[config.mk]
export PLATFORM = sky130hd
export DESIGN_NAME = u16alu_front
export DESIGN_NICKNAME = d
export VERILOG_FILES = /design/src/hdl/u16alu_pkg.sv /design/src/hdl/u16alu_front.sv
export SDC_FILE = /design/constraint.sdc
export NUM_CORES = 1
export LEC_CHECK = 0
export BUFFER_PORTS_ARGS = -buffer_cell sky130_fd_sc_hd__buf_2
export CORE_MARGIN = 3
export CORE_UTILIZATION = 25
export CTS_CLUSTER_DIAMETER = 100
export DETAILED_ROUTE_END_ITERATION = 16
export SYNTH_ARGS = -nofsm -noshare
export SYNTH_HDL_FRONTEND = slang
export SYNTH_SLANG_ARGS = --single-unit
[constraint.sdc]
create_clock -name clk -period 6.56 [get_ports clk]
set_input_delay 0.984 -clock clk [delete_from_list [all_inputs] [get_ports clk]]
set_output_delay 0.984 -clock clk [all_outputs]
set_load 0.02 [all_outputs]
[src/hdl/u16alu_pkg.sv]
`timescale 1ns / 1ps

package u16alu_pkg;

    localparam int unsigned DataW = 16;
    localparam int unsigned DivSteps = 16;

    typedef enum logic [4:0] {
        OP_ADD  = 5'd0,
        OP_SUB  = 5'd1,
        OP_MUL  = 5'd2,
        OP_MAD  = 5'd3,
        OP_SAD  = 5'd4,
        OP_DIV  = 5'd5,
        OP_REM  = 5'd6,
        OP_MIN  = 5'd7,
        OP_MAX  = 5'd8,
        OP_CVT  = 5'd9,
        OP_AND  = 5'd10,
        OP_OR   = 5'd11,
        OP_SHL  = 5'd12,
        OP_SHR  = 5'd13,
        OP_SELP = 5'd14,
        OP_SETP = 5'd15
    } opcode_t;

    localparam logic [2:0] MOD_HI   = 3'd0;
    localparam logic [2:0] MOD_LO   = 3'd1;
    localparam logic [2:0] MOD_WIDE = 3'd2;

    localparam logic [2:0] CMP_EQ = 3'd0;
    localparam logic [2:0] CMP_NE = 3'd1;
    localparam logic [2:0] CMP_LT = 3'd2;
    localparam logic [2:0] CMP_LE = 3'd3;
    localparam logic [2:0] CMP_GT = 3'd4;
    localparam logic [2:0] CMP_GE = 3'd5;

    localparam logic [3:0] TY_U8   = 4'd0;
    localparam logic [3:0] TY_U16  = 4'd1;
    localparam logic [3:0] TY_U32  = 4'd2;
    localparam logic [3:0] TY_S8   = 4'd4;
    localparam logic [3:0] TY_S16  = 4'd5;
    localparam logic [3:0] TY_PRED = 4'd8;

    localparam logic [1:0] ST_OK     = 2'd0;
    localparam logic [1:0] ST_BADMOD = 2'd1;
    localparam logic [1:0] ST_UNIMPL = 2'd2;

    // unit that finishes an instruction in the back end
    typedef enum logic [1:0] {
        UNIT_SIMPLE = 2'd0,
        UNIT_MUL    = 2'd1,
        UNIT_DIV    = 2'd2
    } unit_t;

    // decoded instruction handed from front to back
    typedef struct packed {
        unit_t       unit;
        logic        is_mad;
        logic        is_rem;
        logic [2:0]  modifier;
        logic [15:0] src_a;
        logic [15:0] src_b;
        logic [15:0] src_c;
        logic [63:0] result;
        logic [3:0]  result_type;
        logic [1:0]  status;
    } uop_t;

    // divider stage word
    typedef struct packed {
        logic        valid;
        uop_t        uop;
        logic [15:0] quot;
        logic [16:0] rem;
    } div_stage_t;

    typedef struct packed {
        logic [63:0] result;
        logic [3:0]  result_type;
        logic [1:0]  status;
    } res_t;

endpackage

[src/hdl/u16alu_front.sv]
`timescale 1ns / 1ps

module u16alu_front
(
    input  logic                   clk,
    input  logic                   rst_n,
    input  logic                   in_valid,
    output logic                   in_ready,
    input  logic [4:0]             kind,
    input  logic [2:0]             modifier,
    input  logic [15:0]            src_a,
    input  logic [15:0]            src_b,
    input  logic [15:0]            src_c,
    input  logic [31:0]            shift_count,
    output logic                   uop_valid,
    input  logic                   uop_ready,
    output u16alu_pkg::uop_t       uop
);

    u16alu_pkg::uop_t dec;
    u16alu_pkg::uop_t uop_reg;
    logic             valid_reg;
    logic             a_lt_b;
    logic             pred;
    logic [15:0]      absdiff;

    assign a_lt_b  = src_a < src_b;
    assign absdiff = a_lt_b ? (src_b - src_a) : (src_a - src_b);

    // setp compare
    always_comb
    begin
        case (modifier)
            u16alu_pkg::CMP_EQ: pred = src_a == src_b;
            u16alu_pkg::CMP_NE: pred = src_a != src_b;
            u16alu_pkg::CMP_LT: pred = a_lt_b;
            u16alu_pkg::CMP_LE: pred = src_a <= src_b;
            u16alu_pkg::CMP_GT: pred = src_a > src_b;
            u16alu_pkg::CMP_GE: pred = !a_lt_b;
            default:            pred = 1'b0;
        endcase
    end

    // classify and finish the simple operations
    always_comb
    begin
        dec             = '0;
        dec.unit        = u16alu_pkg::UNIT_SIMPLE;
        dec.modifier    = modifier;
        dec.src_a       = src_a;
        dec.src_b       = src_b;
        dec.src_c       = src_c;
        dec.result_type = u16alu_pkg::TY_U16;
        dec.status      = u16alu_pkg::ST_OK;
        case (kind)
            u16alu_pkg::OP_ADD: dec.result = {48'd0, src_a + src_b};
            u16alu_pkg::OP_SUB: dec.result = {48'd0, src_a - src_b};
            u16alu_pkg::OP_MUL, u16alu_pkg::OP_MAD:
            begin
                dec.is_mad = kind == u16alu_pkg::OP_MAD;
                if (modifier > u16alu_pkg::MOD_WIDE)
                begin
                    dec.status = u16alu_pkg::ST_BADMOD;
                end
                else
                begin
                    dec.unit = u16alu_pkg::UNIT_MUL;
                end
            end
            u16alu_pkg::OP_SAD: dec.result = {48'd0, absdiff + src_c};
            u16alu_pkg::OP_DIV, u16alu_pkg::OP_REM:
            begin
                dec.unit   = u16alu_pkg::UNIT_DIV;
                dec.is_rem = kind == u16alu_pkg::OP_REM;
            end
            u16alu_pkg::OP_MIN: dec.result = {48'd0, a_lt_b ? src_a : src_b};
            u16alu_pkg::OP_MAX: dec.result = {48'd0, (src_a > src_b) ? src_a : src_b};
            u16alu_pkg::OP_CVT:
            begin
                dec.result_type = {1'b0, modifier};
                case ({1'b0, modifier})
                    u16alu_pkg::TY_U8:  dec.result = {56'd0, src_a[7:0]};
                    u16alu_pkg::TY_S8:  dec.result = {{56{src_a[7]}}, src_a[7:0]};
                    u16alu_pkg::TY_S16: dec.result = {{48{src_a[15]}}, src_a};
                    default:            dec.result = {48'd0, src_a};
                endcase
            end
            u16alu_pkg::OP_AND: dec.result = {48'd0, src_a & src_b};
            u16alu_pkg::OP_OR:  dec.result = {48'd0, src_a | src_b};
            u16alu_pkg::OP_SHL:
                dec.result = (src_b[15:4] != 12'd0) ? 64'd0 : {48'd0, src_a << src_b[3:0]};
            u16alu_pkg::OP_SHR:
                dec.result = (shift_count[31:4] != 28'd0) ? 64'd0
                           : {48'd0, src_a >> shift_count[3:0]};
            u16alu_pkg::OP_SELP: dec.result = {48'd0, (src_c != 16'd0) ? src_a : src_b};
            u16alu_pkg::OP_SETP:
            begin
                if (modifier > u16alu_pkg::CMP_GE)
                begin
                    dec.status = u16alu_pkg::ST_BADMOD;
                end
                else
                begin
                    dec.result      = {63'd0, pred};
                    dec.result_type = u16alu_pkg::TY_PRED;
                end
            end
            default: dec.status = u16alu_pkg::ST_UNIMPL;
        endcase
        if (dec.status != u16alu_pkg::ST_OK)
        begin
            dec.result      = '0;
            dec.result_type = '0;
        end
    end

    assign in_ready  = !valid_reg || uop_ready;
    assign uop_valid = valid_reg;
    assign uop       = uop_reg;

    // decode register
    always_ff @(posedge clk or negedge rst_n)
    begin
        if (!rst_n)
        begin
            valid_reg <= 1'b0;
        end
        else if (in_ready)
        begin
            valid_reg <= in_valid;
        end
    end

    always_ff @(posedge clk)
    begin
        if (in_ready && in_valid)
        begin
            uop_reg <= dec;
        end
    end

endmodule

==> flow_summary.yaml <==
outcome:
  outcome: "complete, no violations"
yosys:
  synth_area_mm2: 0.00917
  synthArstFlopShare_pct: 1.27
  synth-seq-cells: 79
  yosysSeqAreaShare_pct: 25.8
  synthCells: 1044
  synthFlopType: "edfxtp_1"
  yosysUniqueCellTypes: 74
  synth_fp_nets: 1224
  synth_edf_count: 78
  synth.avg_cell_area_um2: 8.78
  yosys_warnings: 0
hold_path:
  hold_path_class: "primary input to asynchronous set/reset pin"
routing:
  drc_errors: 0
  vias: 8922
  first_iter_violations: 906
  avgViaCountPerCell: 5.39
  antenna_left: 0
  first_pass_iters: 5
  wl_per_cell_um: 22.4
  drt-total-wl_um: 37100
timing:
  period_share_pct: 89.9
  slew_violations: 0
  finClkSkew_ns: 0.00888
  setup_viol: 0
  final.min_clock_period_ns: 5.90
  relSlewSlack_pct: 17.7
  tightest_slew_ns: 1.23
  hold_violations: 0
  rsz0062_at_grt: "no"
  setup-tns-final_ns: 0
  fmax_ghz: 0.169
die:
  die-area_mm2: 0.0390
  rows: 69
  coreArea_mm2: 0.0358
  start_util_pct: 25.6
  die_w_um: 197
  ios: 219
  die_y_um: 197
pwr:
  vdd_drop_max_uv: 130
  cellPowerDensity_mw_per_mm2: 194
  p_leak_nw: 4.75
global_routing:
  grt_max_degree: 79
  grt_pass1_wl_um: 54200
  grt_pass1_vias: 8578
  grt.total_usage_pct: 18.2
  antenna_found_initial: 2
  overflow: 0
worst_setup_path:
  worstPathArrival_ns: 6.02
  critPathCaptureType: "register"
  cp_cell_sequence: "buf_2 -> ha_1 -> inv_1 -> fa_1 -> nor3b_2 -> o311a_1 -> o31a_1 -> nor3_4 -> buf_12 -> mux2i_1 -> xnor2_1 -> ha_1 -> a21o_1 -> a31oi_1 -> o31ai_1 -> a221oi_1 -> nor4_1 -> o21ai_0 -> or3b_1"
  reg2reg_slack_ns: 4.61
  slowest_delay_ns: 0.42
  crit_type: "primary input to register"
  worst-path-buf-inv: 3
  slowest_stage: "fa_1"
  start_kind: "primary input"
  cpMostUsedCell: "ha_1"
  cp_top_family: "compound AO/OA/AOI/OAI gates"
  cp_max_fo: 27
  cp.required_ns: 6.68
clocking:
  root_buffer: "clkbuf_16"
  cts_max_level: 3
  insertion_delay_ns: 0.37
  cts_resized: 0
  tritoncts: "built"
  path_clk_slew_ns: 0.07
  postCtsSetupBuffers: 0
  numCtsBuffers: 9
  cts_buffer_depth: 2
  postCtsHoldBufs: 0
  cts_sinks: 79
layout:
  nets: 1369
  final_common_cell: "buf_2"
  mostFrequentLayoutCells: "218 x buf_2, 84 x ha_1, 83 x nand2_1, 81 x nor2_1, 80 x mux2i_1"
  syn2layout_area_growth_pct: 17.5
  drive_gt1_share_pct: 25.8
  fill_cells: 3780
  final_util_pct: 30.1
  largest_reg_flops: 78
place:
  dp_hpwl_um: 28700
  place.gp.congestion: 0.976
  port_buffers: 218
run:
  drv_cap: 0
## area by class of cell
class | instances | area (um2) | area share, %
Antenna cell | 1 | 2.50 | 0.0232
Clock buffer | 10 | 229 | 2.13
Clock inverter | 6 | 86.3 | 0.801
Inverter | 55 | 206 | 1.92
Multi-Input combinational cell | 792 | 5950 | 55.2
Sequential cell | 79 | 2370 | 22.0
Tap cell | 461 | 577 | 5.35
Timing Repair Buffer | 252 | 1360 | 12.6
## worst paths after layout
check,start,to,cells after the start
min in group clk,uop_valid$_DFFE_PN0N_,uop_valid$_DFFE_PN0N_,2
min,rst_n,uop_valid$_DFFE_PN0N_,1
max in group asynchronous,rst_n,uop_valid$_DFFE_PN0N_,1
max reg2reg,uop_valid$_DFFE_PN0N_,uop[12]$_SDFFCE_PP0P_,3
min reg2reg,uop_valid$_DFFE_PN0N_,uop_valid$_DFFE_PN0N_,2
max,src_b[0],uop[20]$_SDFFCE_PP0P_,19
## report_power, final
| part | total, mW | internal [mW] | switching (mW) | leakage (nW) |
|---|---|---|---|---|
| Sequential | 0.602 | 0.593 | 0.00921 | 0.764 |
| Combinational | 0.922 | 0.342 | 0.580 | 3.83 |
| Clock | 0.566 | 0.333 | 0.233 | 0.152 |
| Total | 2.09 | 1.27 | 0.822 | 4.75 |
## through the flow
| step | power (mW) | cells | setup slack [ns] | hold WS, ns | instance area (um2) |
|---|---|---|---|---|---|
| CTS | 2.10 | 1655 | 0.717 | 0.357 | 10800 |
| global route | 2.21 | 1656 | 0.242 | 0.355 | 10800 |
| global placement | 1.51 | 1639 | 0.440 | 0.524 | 10500 |
| floorplan | 1.23 | 1044 | 0.0424 | 0.688 | 9170 |
| detailed placement | 1.52 | 1639 | 0.317 | 0.533 | 10500 |
| finish | 2.09 | 1656 | 0.660 | 0.370 | 10800 |
## synthesized netlist by cell type (4+ instances only)
library cell	count	area (um2)
buf_2	12	60.1
and2_1	5	31.3
mux2i_1	80	801
inv_1	52	195
o21ai_1	4	20.0
or3_1	5	31.3
nand4_1	6	37.5
nand2b_1	12	75.1
buf_4	51	383
nor3b_1	4	30.0
nand2_1	83	312
mux2_2	4	45.0
nor2_1	81	304
nor4_1	15	93.8
o221ai_1	13	114
o211ai_1	15	113
a21oi_1	74	370
o21ai_0	45	225
buf_1	7	26.3
clkbuf_1	46	173
a221o_1	5	50.1
a32oi_1	4	35.0
xnor2_1	36	315
a211o_1	4	35.0
a31oi_1	9	56.3
o31ai_1	11	82.6
o21bai_1	10	75.1
xor2_1	8	70.1
ha_1	84	1050
fa_1	4	80.1
a211oi_1	16	120
a2bb2oi_1	4	35.0
nand3_1	22	110
o22ai_1	4	25.0
a31o_2	4	35.0
nor2b_1	9	56.3
or2_2	5	31.3
a221oi_1	13	114
nor3_1	22	110
mux4_2	15	338
a21o_1	6	45.0
edfxtp_1	78	2340
a22oi_1	6	45.0
## per-layer routing
metal | vias to the layer above | wire length [um] | part of all wire, % | track usage (%)
met4 | 0 | 1190 | 3.2 | 6.78
met3 | 73 | 2880 | 7.8 | 4.03
li1 | 4102 | - | - | -
met5 | - | 0 | 0 | 0
met1 | 4295 | 15600 | 42 | 23.8
met2 | 452 | 17500 | 47 | 29.6
## cells by family after synthesis
group | share of synthesized area, %
compound gates | 19.8
xor+xnor | 4.20
fa+ha+maj | 12.3
buf+inv | 9.50
flops | 25.8
mux | 12.9
simple gates | 15.4
No activity file was read; power rests on OpenSTA's default activity.
