$ cat config.mk
export PLATFORM = sky130hd
export DESIGN_NAME = u16alu_queue
export DESIGN_NICKNAME = d
export VERILOG_FILES = /design/src/hdl/u16alu_pkg.sv /design/src/hdl/u16alu_queue.sv
export SDC_FILE = /design/constraint.sdc
export NUM_CORES = 1
export LEC_CHECK = 0
export BUFFER_PORTS_ARGS = -buffer_cell sky130_fd_sc_hd__buf_2
export CORE_UTILIZATION = 39
export DETAILED_ROUTE_END_ITERATION = 6
export GPL_TIMING_DRIVEN = 0
export PLACE_DENSITY = 0.73
export SLEW_MARGIN = 0
export SYNTH_ARGS = -nofsm -noshare
export SYNTH_HDL_FRONTEND = slang
export SYNTH_SLANG_ARGS = --single-unit
$ cat constraint.sdc
create_clock -name clk -period 19 [get_ports clk]
set_input_delay 3.8 -clock clk [delete_from_list [all_inputs] [get_ports clk]]
set_output_delay 3.8 -clock clk [all_outputs]
set_load 0.01 [all_outputs]
$ cat src/hdl/u16alu_pkg.sv
`timescale 1ns / 1ps

package u16alu_pkg;

    localparam int unsigned DataW = 16;
    localparam int unsigned DivSteps = 16;

    typedef enum logic [4:0] {
        OP_ADD  = 5'd0,
        OP_SUB  = 5'd1,
        OP_MUL  = 5'd2,
        OP_MAD  = 5'd3,
        OP_SAD  = 5'd4,
        OP_DIV  = 5'd5,
        OP_REM  = 5'd6,
        OP_MIN  = 5'd7,
        OP_MAX  = 5'd8,
        OP_CVT  = 5'd9,
        OP_AND  = 5'd10,
        OP_OR   = 5'd11,
        OP_SHL  = 5'd12,
        OP_SHR  = 5'd13,
        OP_SELP = 5'd14,
        OP_SETP = 5'd15
    } opcode_t;

    localparam logic [2:0] MOD_HI   = 3'd0;
    localparam logic [2:0] MOD_LO   = 3'd1;
    localparam logic [2:0] MOD_WIDE = 3'd2;

    localparam logic [2:0] CMP_EQ = 3'd0;
    localparam logic [2:0] CMP_NE = 3'd1;
    localparam logic [2:0] CMP_LT = 3'd2;
    localparam logic [2:0] CMP_LE = 3'd3;
    localparam logic [2:0] CMP_GT = 3'd4;
    localparam logic [2:0] CMP_GE = 3'd5;

    localparam logic [3:0] TY_U8   = 4'd0;
    localparam logic [3:0] TY_U16  = 4'd1;
    localparam logic [3:0] TY_U32  = 4'd2;
    localparam logic [3:0] TY_S8   = 4'd4;
    localparam logic [3:0] TY_S16  = 4'd5;
    localparam logic [3:0] TY_PRED = 4'd8;

    localparam logic [1:0] ST_OK     = 2'd0;
    localparam logic [1:0] ST_BADMOD = 2'd1;
    localparam logic [1:0] ST_UNIMPL = 2'd2;

    // unit that finishes an instruction in the back end
    typedef enum logic [1:0] {
        UNIT_SIMPLE = 2'd0,
        UNIT_MUL    = 2'd1,
        UNIT_DIV    = 2'd2
    } unit_t;

    // decoded instruction handed from front to back
    typedef struct packed {
        unit_t       unit;
        logic        is_mad;
        logic        is_rem;
        logic [2:0]  modifier;
        logic [15:0] src_a;
        logic [15:0] src_b;
        logic [15:0] src_c;
        logic [63:0] result;
        logic [3:0]  result_type;
        logic [1:0]  status;
    } uop_t;

    // divider stage word
    typedef struct packed {
        logic        valid;
        uop_t        uop;
        logic [15:0] quot;
        logic [16:0] rem;
    } div_stage_t;

    typedef struct packed {
        logic [63:0] result;
        logic [3:0]  result_type;
        logic [1:0]  status;
    } res_t;

endpackage

$ cat src/hdl/u16alu_queue.sv
`timescale 1ns / 1ps

module u16alu_queue
(
    input  logic             clk,
    input  logic             rst_n,
    input  logic             wr_valid,
    output logic             wr_ready,
    input  u16alu_pkg::uop_t wr_data,
    output logic             rd_valid,
    input  logic             rd_ready,
    output u16alu_pkg::uop_t rd_data
);

    u16alu_pkg::uop_t mem_reg [2];
    logic             wptr_reg;
    logic             rptr_reg;
    logic [1:0]       count_reg;
    logic             do_wr;
    logic             do_rd;

    assign wr_ready = count_reg != 2'd2;
    assign rd_valid = count_reg != 2'd0;
    assign rd_data  = mem_reg[rptr_reg];
    assign do_wr    = wr_valid && wr_ready;
    assign do_rd    = rd_valid && rd_ready;

    // pointers and fill count
    always_ff @(posedge clk or negedge rst_n)
    begin
        if (!rst_n)
        begin
            wptr_reg  <= 1'b0;
            rptr_reg  <= 1'b0;
            count_reg <= 2'd0;
        end
        else
        begin
            if (do_wr)
            begin
                wptr_reg <= !wptr_reg;
            end
            if (do_rd)
            begin
                rptr_reg <= !rptr_reg;
            end
            count_reg <= count_reg + {1'b0, do_wr} - {1'b0, do_rd};
        end
    end

    always_ff @(posedge clk)
    begin
        if (do_wr)
        begin
            mem_reg[wptr_reg] <= wr_data;
        end
    end

    assert property (@(posedge clk) disable iff (!rst_n)
        count_reg == 2'd2 |-> !do_wr)
        else $error("queue overflow");
    assert property (@(posedge clk) disable iff (!rst_n)
        count_reg == 2'd0 |-> !do_rd)
        else $error("queue underflow");
    assert property (@(posedge clk) disable iff (!rst_n)
        (do_wr && !do_rd) |=> count_reg == $past(count_reg) + 2'd1)
        else $error("queue count slip");

endmodule

==> summary.txt, run 1 <==
Critical Path RT: 15.20 ns
Num CTS Buffers: 26
FMAX: 0.176 GHz
Critical path capture point type: primary output
Post-synthesis cell type count: 19
CTS max path bufs: 3
Yosys warning total: 0
Maximum number of pins on one net before global-route repair: 57
Post-cts hold buffer count: 0
Adder-Cell Fraction of Synth Area: 0.00133
Worst hold path class: reg2reg
Post-Syn Area: 9390 um2
LEAKAGE: 4.63 nW
Synthesized area per cell: 22.9 um2
Synthesized Nets: 541
Port bufs: 255
Compound-gate portion of the synthesized area: 0.00253
Placeable Area: 23,500 um2
H-tree Lvls: 1
Peak supply drop: 0.000128 V
Most frequent cells in the layout: 263 x buf_2, 250 x edfxtp_1, 85 x mux2_2
Hold path start: wptr_reg
Seq/Total Area, Yosys: 0.810
Gr ovfl total: 0
Simple-gate share of the synthesized area: 0.00626
Clock Sinks: 254
Total power: 0.00188 W
Ports: 256
Dpl hpwl: 11,800 um
Initial core utilization: 0.399
# Post-CTS Setup Buffers: 0
Mapped Cells: 411
Post-CTS sizing: 0
Die width: 157 um
Final hold violations: 0
Routed Antenna Nets: 0
Crit share post-route: 0.299
Post-route cell area: 12,100 um2
Vias in the first global route: 4,889
Xor/xnor share of the synthesized area: 0.00280
Synth-to-Final Area Change: 28.7%
GP Congestion: 0.687
Slew Limit Fails: 0
Fillers: 1,949
Critical Path Source Type: flip-flop
Clock-pin slew on the worst setup and hold paths: 0.06 ns
Drt drc: 0
Global-route wire length before repair: 25,900 um
Worst slew pin tran: 0.539 ns
Finished Layout Cells: 1,039
WL/cell: 16.9 um
TNS Setup: 0 ns
Initial antenna violation count: 2
Drt first pass iters: 4
Number of antenna repair diodes: 0
Std cell rows: 56
Run status: finished, final reports clean
Final nets: 830
Critical path launch point: rptr_reg
Total Routing Usage GR: 0.138
CTS tree: done
Setup Viol. Count Final: 0
Multiplexer area fraction after synthesis: 0.166
Routed WL: 17,500 um
PwrDens: 156 nW/um2
RSZ-0062 raised after global routing: false
Crit-path max FO: 10
Placed Instances: 991
Critical path class: reg2out
Max FFs per register: 250
Initial drt markers: 183
Placed inst area: 11,200 um2
Main combinational cell family by area after synthesis: multiplexers
Flop-to-flop setup slack: 16.97 ns
Die area: 24,700 um2
Clk_skew: 0.0146 ns
Clk Latency, worst-skew pair: 0.52 ns
CTS Root Cell: clkbuf_16
Minimum clock period after layout: 5.67 ns
Commonest non-fill, non-tap cell in the layout: buf_2
Worst r2r src: count_reg[0]
Vias: 4,797
Register bit total from synthesis: 254
Die height: 157 um
Fraction of layout cells with a size suffix above 1: 0.621
Max Cap Viol: 0
Vias per inst: 4.62
Slew headroom: 0.640
CP arrival: 1.87 ns
-- Yosys cell counts, drive strengths merged --
master | count | share of area
a311oi | 1 | 0.00093
edfxtp | 250 | 0.80
buf | 14 | 0.011
mux2 | 125 | 0.17
nor2 | 3 | 0.0012
nand2b | 1 | 0.00067
or2 | 1 | 0.00067
nor2b | 1 | 0.00067
ha | 1 | 0.0013
xnor2 | 3 | 0.0028
o21ai | 1 | 0.00053
o21ba | 1 | 0.0011
nor4bb | 1 | 0.0011
and3 | 1 | 0.00067
dfrtp | 4 | 0.011
nand3 | 1 | 0.00053
nand2 | 2 | 0.00080
-- cell type report --
| class | instances | area [um2] | area share |
|---|---|---|---|
| Tap cell | 319 | 399 | 0.0330 |
| Buffer | 14 | 108 | 0.00890 |
| Sequential cell | 254 | 7610 | 0.629 |
| Multi-Input combinational cell | 143 | 1690 | 0.140 |
| Clock inverter | 16 | 168 | 0.0139 |
| Clock buffer | 32 | 704 | 0.0583 |
| Timing Repair Buffer | 261 | 1410 | 0.117 |
-- stage by stage --
| stage | utilization | hold WS (ns) | worst slack (ns) |
|---|---|---|---|
| floorplan | - | 0.460 | 9.32 |
| global placement | 0.470 | 0.475 | 6.08 |
| detailed placement | 0.476 | 0.551 | 13.62 |
| CTS | 0.513 | 0.563 | 13.26 |
| global route | 0.513 | 0.600 | 13.22 |
| finish | 0.513 | 0.558 | 13.33 |
-- per-layer routing --
layer / track usage / part of all wire / vias up
li1: - / - / 2221
met3: 0.0509 / 0.085 / 38
met5: 0 / 0.0015 / -
met4: 0.0430 / 0.025 / 4
met2: 0.245 / 0.51 / 172
met1: 0.151 / 0.38 / 2362
-- worst max-delay path: stages (launching register included) --
cell and delay [ns]:
dfrtp_1 0.34, buf_6 0.15, buf_6 0.18, buf_6 0.20, mux2_4 0.32, buf_2 0.14
-- logic make-up (layout without fill, tap and decap cells) --
group                    after synthesis  count (layout)
flip-flops                           254             254
multiplexers                         125             125
buffers and inverters                 14             323
AND/OR/NAND/NOR                       11              11
AO/OA/AOI/OAI                          3               3
XOR/XNOR                               3               3
adder cells (fa/ha/maj)                1               1
-- final timing paths --
path	to	cells after the start
setup / recovery	rd_data[89]	5
hold / removal	wptr_reg	1
setup reg to reg	mem_reg[0][107]	5
hold reg to reg	wptr_reg	1
max in group asynchronous	count_reg[0]	1
min in group asynchronous	wptr_reg	1
-- power breakdown --
group / internal (W) / switching, W
clock: 0.000305 / 0.000203
sequential: 0.000764 / 0.0000285
combinational: 0.000282 / 0.000301
total: 0.00135 / 0.000532
No activity file was read; power rests on OpenSTA's default activity.
==> run 2, diff against run 1 <==
Settings changed: PLACE_DENSITY 0.73 to 0.76.
Clock period 19 ns to 4.85 ns, I/O delays scaled along.
==> run 2 against run 1 <==
Flip-flop and latch count did not move. Clock skew barely moved. Sequential share of layout area fell by 0.11 points. Design area rose by 0.18%. Combinational power rose to 3.9 times the previous value. Critical path depth did not move. Register-to-register slack got worse by 14 ns. Cell count rose by 0.29%. Via count fell by 0.35%. First-iteration DRC count fell by 3.8%. Utilization rose by 0.090 points. Critical path type unchanged. Largest cell class unchanged. Largest power group unchanged.
==> summary.txt, run 2 (synthesized netlist as in run 1, its figures left out) <==
H-tree Lvls: 1 (unchanged)
Die area: 24,700 um2 (unchanged)
# Post-CTS Setup Buffers: 0 (unchanged)
Initial drt markers: 176 (-3.8%)
WHS: 0.232 ns (-0.325 ns)
Num CTS Buffers: 27 (+3.8%)
Slew headroom: 0.658 (+0.0182)
LEAKAGE: 4.64 nW (+0.29%)
Fraction of layout cells with a size suffix above 1: 0.617 (-0.00363)
Critical path launch point: rptr_reg
Clock Sinks: 254 (unchanged)
Gr ovfl total: 0 (unchanged)
Worst hold path class: in2async
Ports: 256 (unchanged)
Routed WL: 17,400 um (-0.92%)
Synth-to-Final Area Change: 28.9%
TNS Setup: 0 ns (unchanged)
Routed Antenna Nets: 0 (unchanged)
Fillers: 1,925 (-1.2%)
Peak supply drop: 0.000447 V (+250%)
Die width: 157 um (unchanged)
Initial antenna violation count: 3 (+1)
Setup Viol. Count Final: 0 (unchanged)
Max FFs per register: 250 (unchanged)
WL/cell: 16.7 um (-1.2%)
Critical Path RT: 3.88 ns (-11.32 ns)
Crit share post-route: 0.591
Final nets: 831 (+0.12%)
Port bufs: 255 (unchanged)
Area of the multi-input gates: 1690 um2 (unchanged)
RSZ-0062 raised after global routing: false
CTS Root Cell: clkbuf_16
Slew Limit Fails: 0 (unchanged)
Vias in the first global route: 4,922 (+0.67%)
Worst r2r src: count_reg[0]
Worst slew pin tran: 0.513 ns (-0.0260 ns)
Final core utilization: 0.514 (+0.000904)
Maximum number of pins on one net before global-route repair: 59 (+3.5%)
Global-route wire length before repair: 25,500 um (-1.6%)
Crit-path max FO: 10 (unchanged)
PwrDens: 613 nW/um2 (+290%)
Total power: 0.00742 W (+290%)
GP Congestion: 0.664 (-3.3%)
Critical path capture point type: primary output
Drt first pass iters: 4 (unchanged)
Placeable Area: 23,500 um2 (unchanged)
Critical path class: reg2out
Critical Path Source Type: flip-flop
Placed Instances: 991 (unchanged)
Post-cts hold buffer count: 0 (unchanged)
Std cell rows: 56 (unchanged)
CP arrival: 1.89 ns (+0.02 ns)
CTS tree: done
Most frequent cells in the layout: 263 x buf_2, 250 x edfxtp_1, 85 x mux2_2
Clk_skew: 0.0145 ns (-0.0000840 ns)
Post-CTS sizing: 0 (unchanged)
Dpl hpwl: 12,000 um (+1.1%)
CTS max path bufs: 3 (unchanged)
Vias: 4,780 (-0.35%)
Drt drc: 0 (unchanged)
Commonest non-fill, non-tap cell in the layout: buf_2
Minimum clock period after layout: 2.86 ns
Max Cap Viol: 0 (unchanged)
Total Routing Usage GR: 0.136 (-0.00156)
Initial core utilization: 0.399 (unchanged)
Final hold violations: 0 (unchanged)
Run status: finished, final reports clean
Vias per inst: 4.59 (-0.64%)
Clock-pin slew on the worst setup and hold paths: 0.06 ns (about the same)
Register area: 7610 um2 (unchanged)
FMAX: 0.349 GHz
Die height: 157 um (unchanged)
Clk Latency, worst-skew pair: 0.54 ns (+0.02 ns)
Finished Layout Cells: 1,042 (+0.29%)
==> run 2: per-stage QoR <==
stage               setup slack [ns]  instance area [um2]
floorplan                      0.109                 9400
global placement               -1.97                11100
detailed placement              2.07                11200
CTS                             1.92                12100
global route                    1.87                12100
finish                          1.99                12100
==> run 2: final timing paths <==
| path | slack (ns) | cells after the start | endpoint |
|---|---|---|---|
| setup / recovery | 1.99 | 5 | rd_data[81] |
| setup reg to reg | 2.63 | 6 | mem_reg[0][113] |
| hold reg to reg | 0.57 | 1 | wptr_reg |
| hold / removal | 0.23 | 1 | wptr_reg |
| min in group clk | 0.57 | 1 | wptr_reg |
| max in group asynchronous | 4.49 | 1 | count_reg[0] |
==> run 2: worst max-delay path: stages (launching register included) <==
cell and delay (ns):
dfrtp_1 0.33, buf_6 0.16, buf_6 0.19, buf_6 0.21, mux2_4 0.32, buf_2 0.14
==> run 2: routing by layer <==
metal | GRT usage | vias up | wire length [um]
li1 | - | 2230 | -
met1 | 0.151 | 2341 | 6530
met2 | 0.241 | 180 | 8880
met3 | 0.0504 | 29 | 1530
met4 | 0.0416 | 0 | 439
met5 | 0 | - | 0
==> run 2: cell type report <==
cell class | count | share of cell area
Sequential cell | 254 | 0.628
Multi-Input combinational cell | 143 | 0.140
Timing Repair Buffer | 261 | 0.116
Clock buffer | 32 | 0.0573
Tap cell | 319 | 0.0330
Clock inverter | 17 | 0.0166
Buffer | 14 | 0.00889
Antenna cell | 2 | 0.000413
==> run 2: report_power, final <==
part	internal [W]	switching [W]	leakage [nW]
sequential	0.00300	0.000111	2.37
clock	0.00124	0.000802	0.437
combinational	0.00110	0.00118	1.83
==> run 3, diff against run 2 <==
Settings changed: ABC_AREA set to 1.
Clock period 4.85 ns to 2.45 ns, I/O delays scaled along.
==> run 3 against run 2 <==
Sequential power is 97% higher. Utilization grew 0.19 points. Area after synthesis shrank 0.73%. Combinational power is 120% higher. Count of clock-buffer cells in the layout down 4. Register-to-register slack got worse by 2.2 ns. Routed wire length up 15%. Cell count increased by 26%. Sequential share of layout area barely moved.
==> summary.txt, run 3 <==
LEAKAGE: 5.24 nW (+13%)
Initial antenna violation count: 4 (+1)
Critical path class: reg2out
Synth top area share: 0.805 (+0.00590)
# Post-CTS Setup Buffers: 0 (unchanged)
Slew Limit Fails: 0 (unchanged)
RSZ-0062 raised after global routing: false
Routed Antenna Nets: 0 (unchanged)
Post-synthesis cell type count: 14 (-5)
Top FF cell, synth: edfxtp_1
Clk Latency, worst-skew pair: 0.52 ns (-0.02 ns)
Initial drt markers: 351 (+99%)
Synth-to-Final Area Change: 29.9%
Die area: 24,500 um2 (-0.72%)
Critical-path cell list: buf_4 -> inv_6 -> buf_6 -> buf_6 -> nand2_1 -> nand2_1 -> buf_2
Total Routing Usage GR: 0.160 (+0.0237)
Minimum clock period after layout: 2.29 ns
Total power: 0.0152 W (+100%)
Seq/Total Area, Yosys: 0.816 (+0.00598)
Slew headroom: 0.497 (-0.160)
H-tree Lvls: 1 (unchanged)
Num CTS Buffers: 26 (-3.7%)
Main combinational cell family by area after synthesis: simple AND/OR/NAND/NOR gates
Die width: 157 um (-0.36%)
Xor/xnor share of the synthesized area: 0.000939 (-0.00186)
Yosys warning total: 0 (unchanged)
Final hold violations: 0 (unchanged)
Critical Path Source Type: flip-flop
WL/cell: 15.2 um (-8.7%)
Fraction of layout cells with a size suffix above 1: 0.338 (-0.280)
Maximum number of pins on one net before global-route repair: 35 (-41%)
Synthesized Nets: 814 (+50%)
Placeable Area: 23,500 um2 (-0.30%)
Compound-gate portion of the synthesized area: 0.00107 (-0.00146)
Synth area leader: edfxtp_1
Routed WL: 20,000 um (+15%)
Die height: 157 um (-0.36%)
Clock Sinks: 254 (unchanged)
Critical Path RT: 1.96 ns (-1.92 ns)
Crit share post-route: 0.935
Max Cap Viol: 0 (unchanged)
Multiplexer area fraction after synthesis: 0 (-0.166)
FMAX: 0.436 GHz
Slowest cell on the critical path: dfrtp_1
Pre-CTS setup slack: 0.334 ns (-1.73 ns)
Commonest non-fill, non-tap cell in the layout: nand2_1
Top-count cell post-synth: nand2_1
Vias per inst: 4.50 (-1.9%)
Crit-path max FO: 10 (unchanged)
Post-route cell area: 12,100 um2 (about the same)
Vias in the first global route: 5,773 (+17%)
Port bufs: 255 (unchanged)
Clk_skew: 0.0129 ns (-0.00154 ns)
Number of synthesized flops with an enable pin: 250 (unchanged)
Synthesized area per cell: 13.6 um2 (-40%)
Setup Viol. Count Final: 0 (unchanged)
Peak supply drop: 0.000656 V (+47%)
Initial core utilization: 0.397 (-0.00174)
Fillers: 1,926 (+0.052%)
CTS tree: done
Vias: 5,929 (+24%)
Delay of the slowest cell on the worst path: 0.36 ns (+0.03 ns)
Std cell rows: 56 (unchanged)
Commonest cells post-synth: 384 x nand2_1, 250 x edfxtp_1, 15 x buf_2
Worst slew pin tran: 0.752 ns (+0.239 ns)
Max FFs per register: 250 (unchanged)
CTS max path bufs: 3 (unchanged)
Placed inst area: 11,200 um2 (-0.15%)
Global-route wire length before repair: 30,000 um (+18%)
Post-Syn Area: 9330 um2 (-0.73%)
Dpl hpwl: 13,800 um (+15%)
CP arrival: 1.80 ns (-0.09 ns)
CTS Root Cell: clkbuf_16
PwrDens: 1260 nW/um2 (+100%)
Run status: finished, final reports clean
Gr ovfl total: 0 (unchanged)
Final worst setup slack: 0.159 ns (-1.83 ns)
GP Congestion: 0.717 (+7.9%)
Synth async-reset ratio: 0.0157 (unchanged)
Critical path capture point type: primary output
Adder-Cell Fraction of Synth Area: 0.00134 (+0.00000983)
Register bit total from synthesis: 254 (unchanged)
Most frequent cells in the layout: 382 x nand2_1, 270 x buf_2, 250 x edfxtp_1
Final nets: 1,106 (+33%)
Clock-pin slew on the worst setup and hold paths: 0.06 ns (about the same)
Drt first pass iters: 5 (+1)
Mapped Cells: 684 (+66%)
Simple-gate share of the synthesized area: 0.158 (+0.151)
Drt drc: 0 (unchanged)
Ports: 256 (unchanged)
Synth area leaders: edfxtp_1 81%, nand2_1 15%, dfrtp_1 1.1%
Worst hold path class: in2reg
run 3: cell families after synthesis:
kind of cell             after synthesis
AND/OR/NAND/NOR                      391
flip-flops                           254
buffers and inverters                 35
AO/OA/AOI/OAI                          2
adder cells (fa/ha/maj)                1
XOR/XNOR                               1
run 3: final cells by class:
type | instances | area, um2 | share of cell area
Sequential cell | 254 | 7610 | 0.628
Inverter | 8 | 35.0 | 0.00289
Buffer | 27 | 184 | 0.0152
Multi-Input combinational cell | 395 | 1530 | 0.126
Tap cell | 319 | 399 | 0.0329
Timing Repair Buffer | 264 | 1450 | 0.120
Antenna cell | 3 | 7.51 | 0.000620
Clock buffer | 28 | 679 | 0.0561
Clock inverter | 19 | 225 | 0.0186
run 3: per-layer routing:
metal / up-vias / part of all wire / GRT usage
li1: 2898 / - / -
met1: 2746 / 0.38 / 0.180
met2: 230 / 0.50 / 0.285
met3: 53 / 0.081 / 0.0454
met4: 2 / 0.037 / 0.0630
met5: - / 0.00065 / 0
run 3: final timing paths:
check                             start  depth (start not counted)              end  slack, ns
max in group asynchronous         rst_n                          2         rptr_reg       2.01
min reg2reg                count_reg[0]                          1     count_reg[0]       0.56
min in group asynchronous         rst_n                          2         wptr_reg       0.32
max reg2reg                count_reg[0]                          6   mem_reg[1][84]       0.40
min                        wr_data[107]                          1  mem_reg[0][107]       0.16
max                            rptr_reg                          7     rd_data[123]       0.16
run 3: power by group:
part | switching [W] | total (W) | leakage, nW | internal [W]
clock | 0.00159 | 0.00412 | 0.449 | 0.00253
combinational | 0.00322 | 0.00496 | 2.42 | 0.00174
sequential | 0.000217 | 0.00613 | 2.37 | 0.00591
run 3: critical path: cells and delay by family (launching register included):
| family | cells | cell delay (ns) |
|---|---|---|
| simple gates | 2 | 0.11 |
| buf+inv | 5 | 0.80 |
| flops | 1 | 0.36 |
run 3: repair_timing:
| action | CTS | global route |
|---|---|---|
| gates resized for setup | 0 | 1 |
| hold buffers | 1 | 0 |
| hold endpoints to repair | 4 | 0 |
| setup endpoints to repair | 0 | 9 |
run 3: stage by stage:
step	hold slack, ns	cells	TNS [ns]	utilization
2_1_floorplan	0.194	684	-114.30	-
3_3_place_gp	0.299	1258	-386.67	0.470
3_5_place_dp	0.301	1266	0	0.477
4_1_cts	0.131	1314	0	0.516
5_1_grt	0.131	1316	0	0.516
6_report	0.155	1317	0	0.516
